**src/hw/rtl/pss_pkg.sv**
```systemverilog
// Shared types and constants for the positional sequence store.
package pss_pkg;

  localparam int POS_W       = 11;
  localparam int DATA_W      = 32;
  localparam int COUNT_OUT_W = 11;
  // Wide enough for any cell index at the largest supported capacity (4096).
  localparam int AT_W        = 12;

  typedef enum logic [2:0] {
    CMD_APPEND     = 3'd0,
    CMD_POP_BACK   = 3'd1,
    CMD_PUSH_FRONT = 3'd2,
    CMD_POP_FRONT  = 3'd3,
    CMD_INSERT_AT  = 3'd4,
    CMD_ERASE_AT   = 3'd5
  } cmd_t;

  typedef enum logic [1:0] {
    ST_OK    = 2'd0,
    ST_EMPTY = 2'd1,
    ST_FULL  = 2'd2,
    ST_RANGE = 2'd3
  } status_t;

  typedef enum logic [1:0] {
    S_IDLE,
    S_READ,
    S_APPLY
  } state_t;

  typedef struct packed {
    cmd_t                     command;
    logic [POS_W-1:0]         position;
    logic signed [DATA_W-1:0] data_in;
  } in_word_t;

  typedef struct packed {
    logic signed [DATA_W-1:0] data_out;
    logic [COUNT_OUT_W-1:0]   entry_count;
    status_t                  status;
  } out_word_t;

  // Operation broadcast to every cell of the chain.
  typedef struct packed {
    logic              ins;
    logic              rem;
    logic [AT_W-1:0]   at;
    logic [DATA_W-1:0] data;
  } cell_ctl_t;

endpackage

```
**src/hw/rtl/pss_cell.sv**
```systemverilog
// One storage cell of the chain: holds one entry and shifts with its neighbors.
module pss_cell
  import pss_pkg::*;
#(
  parameter int INDEX = 0
) (
  input  logic              clk,
  input  cell_ctl_t         ctl,
  input  logic              shift_en,
  input  logic [DATA_W-1:0] left,
  input  logic [DATA_W-1:0] right,
  output logic [DATA_W-1:0] value,
  output logic [DATA_W-1:0] hit_value
);

  localparam logic [AT_W-1:0] Idx = AT_W'(INDEX);

  logic              hit;
  logic              above;
  logic [DATA_W-1:0] value_next;

  assign hit       = (ctl.at == Idx);
  assign above     = (Idx > ctl.at);
  assign hit_value = hit ? value : '0;

  always_comb begin
    value_next = value;
    if (shift_en && ctl.ins) begin
      if (above) begin
        value_next = left;
      end else if (hit) begin
        value_next = ctl.data;
      end
    end else if (shift_en && ctl.rem) begin
      if (above || hit) begin
        value_next = right;
      end
    end
  end

  always_ff @(posedge clk) begin
    value <= value_next;
  end

endmodule

```
**config.mk**
```make
export PLATFORM = sky130hd
export DESIGN_NAME = pss_cell
export DESIGN_NICKNAME = d
export VERILOG_FILES = /design/src/hw/rtl/pss_pkg.sv /design/src/hw/rtl/pss_cell.sv
export SDC_FILE = /design/constraint.sdc
export NUM_CORES = 1
export LEC_CHECK = 0
export ABC_AREA = 1
export BUFFER_PORTS_ARGS = -buffer_cell sky130_fd_sc_hd__buf_4
export CORE_ASPECT_RATIO = 2
export CORE_UTILIZATION = 39
export CTS_BUF_LIST = sky130_fd_sc_hd__clkbuf_16
export DETAILED_ROUTE_END_ITERATION = 8
export GPL_TIMING_DRIVEN = 0
export PLACE_DENSITY = 0.85
export SLEW_MARGIN = 0
export SYNTH_ARGS = -nofsm -noshare
export SYNTH_HDL_FRONTEND = slang
export SYNTH_SLANG_ARGS = --single-unit
```
**constraint.sdc**
```tcl
create_clock -name clk -period 4.2 [get_ports clk]
set_clock_uncertainty 0.2 [all_clocks]
set_input_delay 0.42 -clock clk [delete_from_list [all_inputs] [get_ports clk]]
set_output_delay 0.42 -clock clk [all_outputs]
set_load 0.01 [all_outputs]
```
After elaboration in Yosys (flattened, before gate mapping):

Index checks and enable logic that the tools add are counted.
W data, S select, Z words.

* flip-flop bits (word level): 32
* input bits: 112
* word-level logic and storage cells: 16

* $lt $le $gt $ge: 1
* equality and inequality tests: 1
* mux-type cells: 6
* reduce and logical (&&, ||, !) cells: 7

Operators by type and width (number)
* $mux W32: 6
* $gt A1 B12 Y1 const A: 1
* $logic_not A12 Y1: 1
* $reduce_bool A2 Y1: 2
* $ne A3 B3 Y1 const B: 1
* $reduce_and A3 Y1: 1
* $logic_and A1 B1 Y1: 2
* $logic_or A1 B1 Y1: 1

Logic depth before layout (Yosys ltp):

* depth after elaboration: 5
* gate-level depth with buffers: 6
* gate-level depth less buffers: 5

Worst setup path after synthesis:

Ideal clock, no wire load.

* kind: in2reg
* start: in ctl[32] in the netlist's numbering
* end: reg value[0] (enable)
* setup time: 0.421 ns
* data arrival time: 2.156 ns
* data required time: 3.579 ns
* setup slack: 1.423 ns
* cell stages on the path: 5
* buffers on the path: 0
* cell sequence: nor2_1 > nand2_1 > nor2_1 > nand2_2 > nor2_1

* longest elaborated chain between the ends: 4

RTL lines
* start: declaration: line pss_cell.sv:8 `input cell_ctl_t ctl,`
* $gt A1 B12 Y1 / $logic_not A12 Y1 (equally long branches): line pss_cell.sv:23, pss_cell.sv:22
* $logic_or A1 B1 Y1: line pss_cell.sv:35 `if (above || hit) begin`
* $reduce_bool A2 Y1 (no source line)
* $reduce_and A3 Y1 (no source line) *
* end signal: assignment: line pss_cell.sv:42 `value <= value_next;`
* end: declaration: line pss_cell.sv:12 `output logic [DATA_W-1:0] value,`

Every way passes the cells marked *; elsewhere a longest branch is shown, timed or not.
A chain may end at the register's enable or synchronous reset.

Worst setup path in the final report:

* start: in ctl[32] in the netlist's numbering
* end: out hit_value[2]

* longest elaborated chain between the ends: 2

RTL lines
* $logic_not A12 Y1: line pss_cell.sv:22 `assign hit = (ctl.at == Idx);`
* $mux W32: line pss_cell.sv:24 `assign hit_value = hit ? value : '0;`
* end: declaration: line pss_cell.sv:13 `output logic [DATA_W-1:0] hit_value`

No other way between the ends.

==> reports/metrics.yaml <==
final_common_cell: "buf_4"
avgRoutedWirePerCell_um: 12.5
cp.required_ns: 3.58
setup_tns_ns: 0
p_leak_nw: 1.66
use_met3_pct: 7.34
rsz0062_at_grt: "no"
num_vias: 1940
die_area_sq_um: 5010
synth-warning-count: 0
top_register: "value"
worst_pin_slew_ns: 0.884
die_x_um: 50.6
antenna_cells: 0
avgSynthCellArea_sq_um: 8.36
postCtsSetupBuffers: 0
cts.htree.levels: 2
layout-drive-gt1-share_pct: 52.4
cts-hold-fix-buffers: 0
met2_usage_pct: 41.0
setup_viol: 0
synthesis.nets: 332
cts_tree: "built"
busiest_layer: "met2"
grt_antenna_before_repair: 0
grt_start_max_net_pins: 33
status: "finished clean"
hold_viol: 0
power.density_nw_per_um2: 252
synth_area_leaders: "edfxtp_1 52%, nand2_1 14%, nor2_2 9.2%, nand3_1 8.7%, inv_1 6.5%"
fp.coreArea_sq_um: 4550
die_height_um: 99.1
critPathCaptureType: "output port"
nets: 480
min_path_cells: 3
synth_seq_area_share_pct: 52.2
ir_drop_v: 0.000353
min_path_type: "input port to flop"
crit_type: "input port to output port"
antenna_left: 0
worstPathMaxFanout: 10
maxCapViolCount: 0
synth_largest_area_cell: "edfxtp_1"
fmaxAchievable_ghz: 0.500
period_share_pct: 47.6
syn_inst: 220
post-dp-hpwl_um: 4320
finalMaxSlewViolations: 0
clock-sinks: 32
vias_per_cell: 4.59
routed_wl_um: 5290
dpl_cell_area_sq_um: 2970
gr-total-overflow: 0
grt_pass1_vias: 1950
start_util_pct: 40.4
cts_resized: 0
grt_usage_pct: 21.9
fin_crit_ns: 2.00
slew_headroom_pct: 41.0
clockRootBuffer: "clkbuf_16"
dp_cells: 416
area_growth_pct: 69.0
layout_common_cells: "141 x buf_4, 67 x nand2_1, 33 x inv_1, 32 x nand3_1, 32 x edfxtp_1"
synth_seq_cells: 32
arrival_ns: 1.38
largest_reg_flops: 32
synth.lib_cells_used.distinct: 12
io_buffers: 141
gp_congestion: 0.764
drc: 0
drt-initial-drc-count: 41
clockBufferDepth: 2
cts_buffers: 5
clk_pin_slew_ns: 0.05
top_regs: "value (32)"
final_cells: 423
gr-usage-met1_pct: 19.8
dr.pass1.iters: 6
grt_pass1_wl_um: 8250
synth_top_area_share_pct: 52.2
boundaryPins: 176
post-route-cell-area_sq_um: 3110
worstSetupStartpointType: "input port"
syn_area_sq_um: 1840
rows: 35
==> Yosys cell counts (all sizes together) <==
cell / number
and2: 1
buf: 14
edfxtp: 32
inv: 32
nand2: 68
nand3: 32
nor2: 40
o21ai: 1
==> logic make-up after synthesis <==
group,Yosys count,synth area share (%)
simple gates,141,36.1
flops,32,52.2
buf+inv,46,11.4
compound gates,1,0.272
==> worst max-delay path, stage by stage <==
cell     delay [ns]
buf_4          0.11
nor2_1         0.09
nand2_1        0.05
nor2_1         0.12
nand2_2        0.16
buf_6          0.20
nor2_2         0.09
buf_4          0.13
==> per-stage QoR <==
stage | worst slack [ns] | hold slack, ns | utilization (%) | power (mW)
after global placement | 0.680 | 0.483 | 65.1 | 0.459
after floorplan | 1.42 | 0.399 | - | 0.399
after detailed placement | 1.88 | 0.488 | 65.3 | 0.463
after CTS | 2.16 | 0.210 | 68.2 | 0.790
final | 2.20 | 0.212 | 68.2 | 0.783
after global routing | 2.04 | 0.212 | 68.2 | 0.813
==> per-layer routing <==
layer	vias up	part of all wire, %
met4	0	2.8
met3	10	9.2
li1	977	-
met5	-	0
met1	859	33
met2	94	55
==> path summary, 6_finish.rpt <==
path / from / to / slack (ns)
worst max-delay path: ctl[32] / hit_value[2] / 2.20
worst min-delay path: right[0] / value[0] / 0.21
==> report_power, final <==
part	switching, mW	internal [mW]
logic	0.0409	0.0614
clock network	0.114	0.212
registers	0.0000224	0.355
total	0.155	0.628
==> final cells by class <==
type                            count  area (sq um)
Sequential cell                    32           961
Clock buffer                        5           125
Fill cell                         392          1450
Inverter                           32           120
Multi-Input combinational cell    142           677
Tap cell                           55          68.8
Clock inverter                      2          8.76
Buffer                             14          88.8
Timing Repair Buffer              141          1060
(Power assumes the default switching activity.)
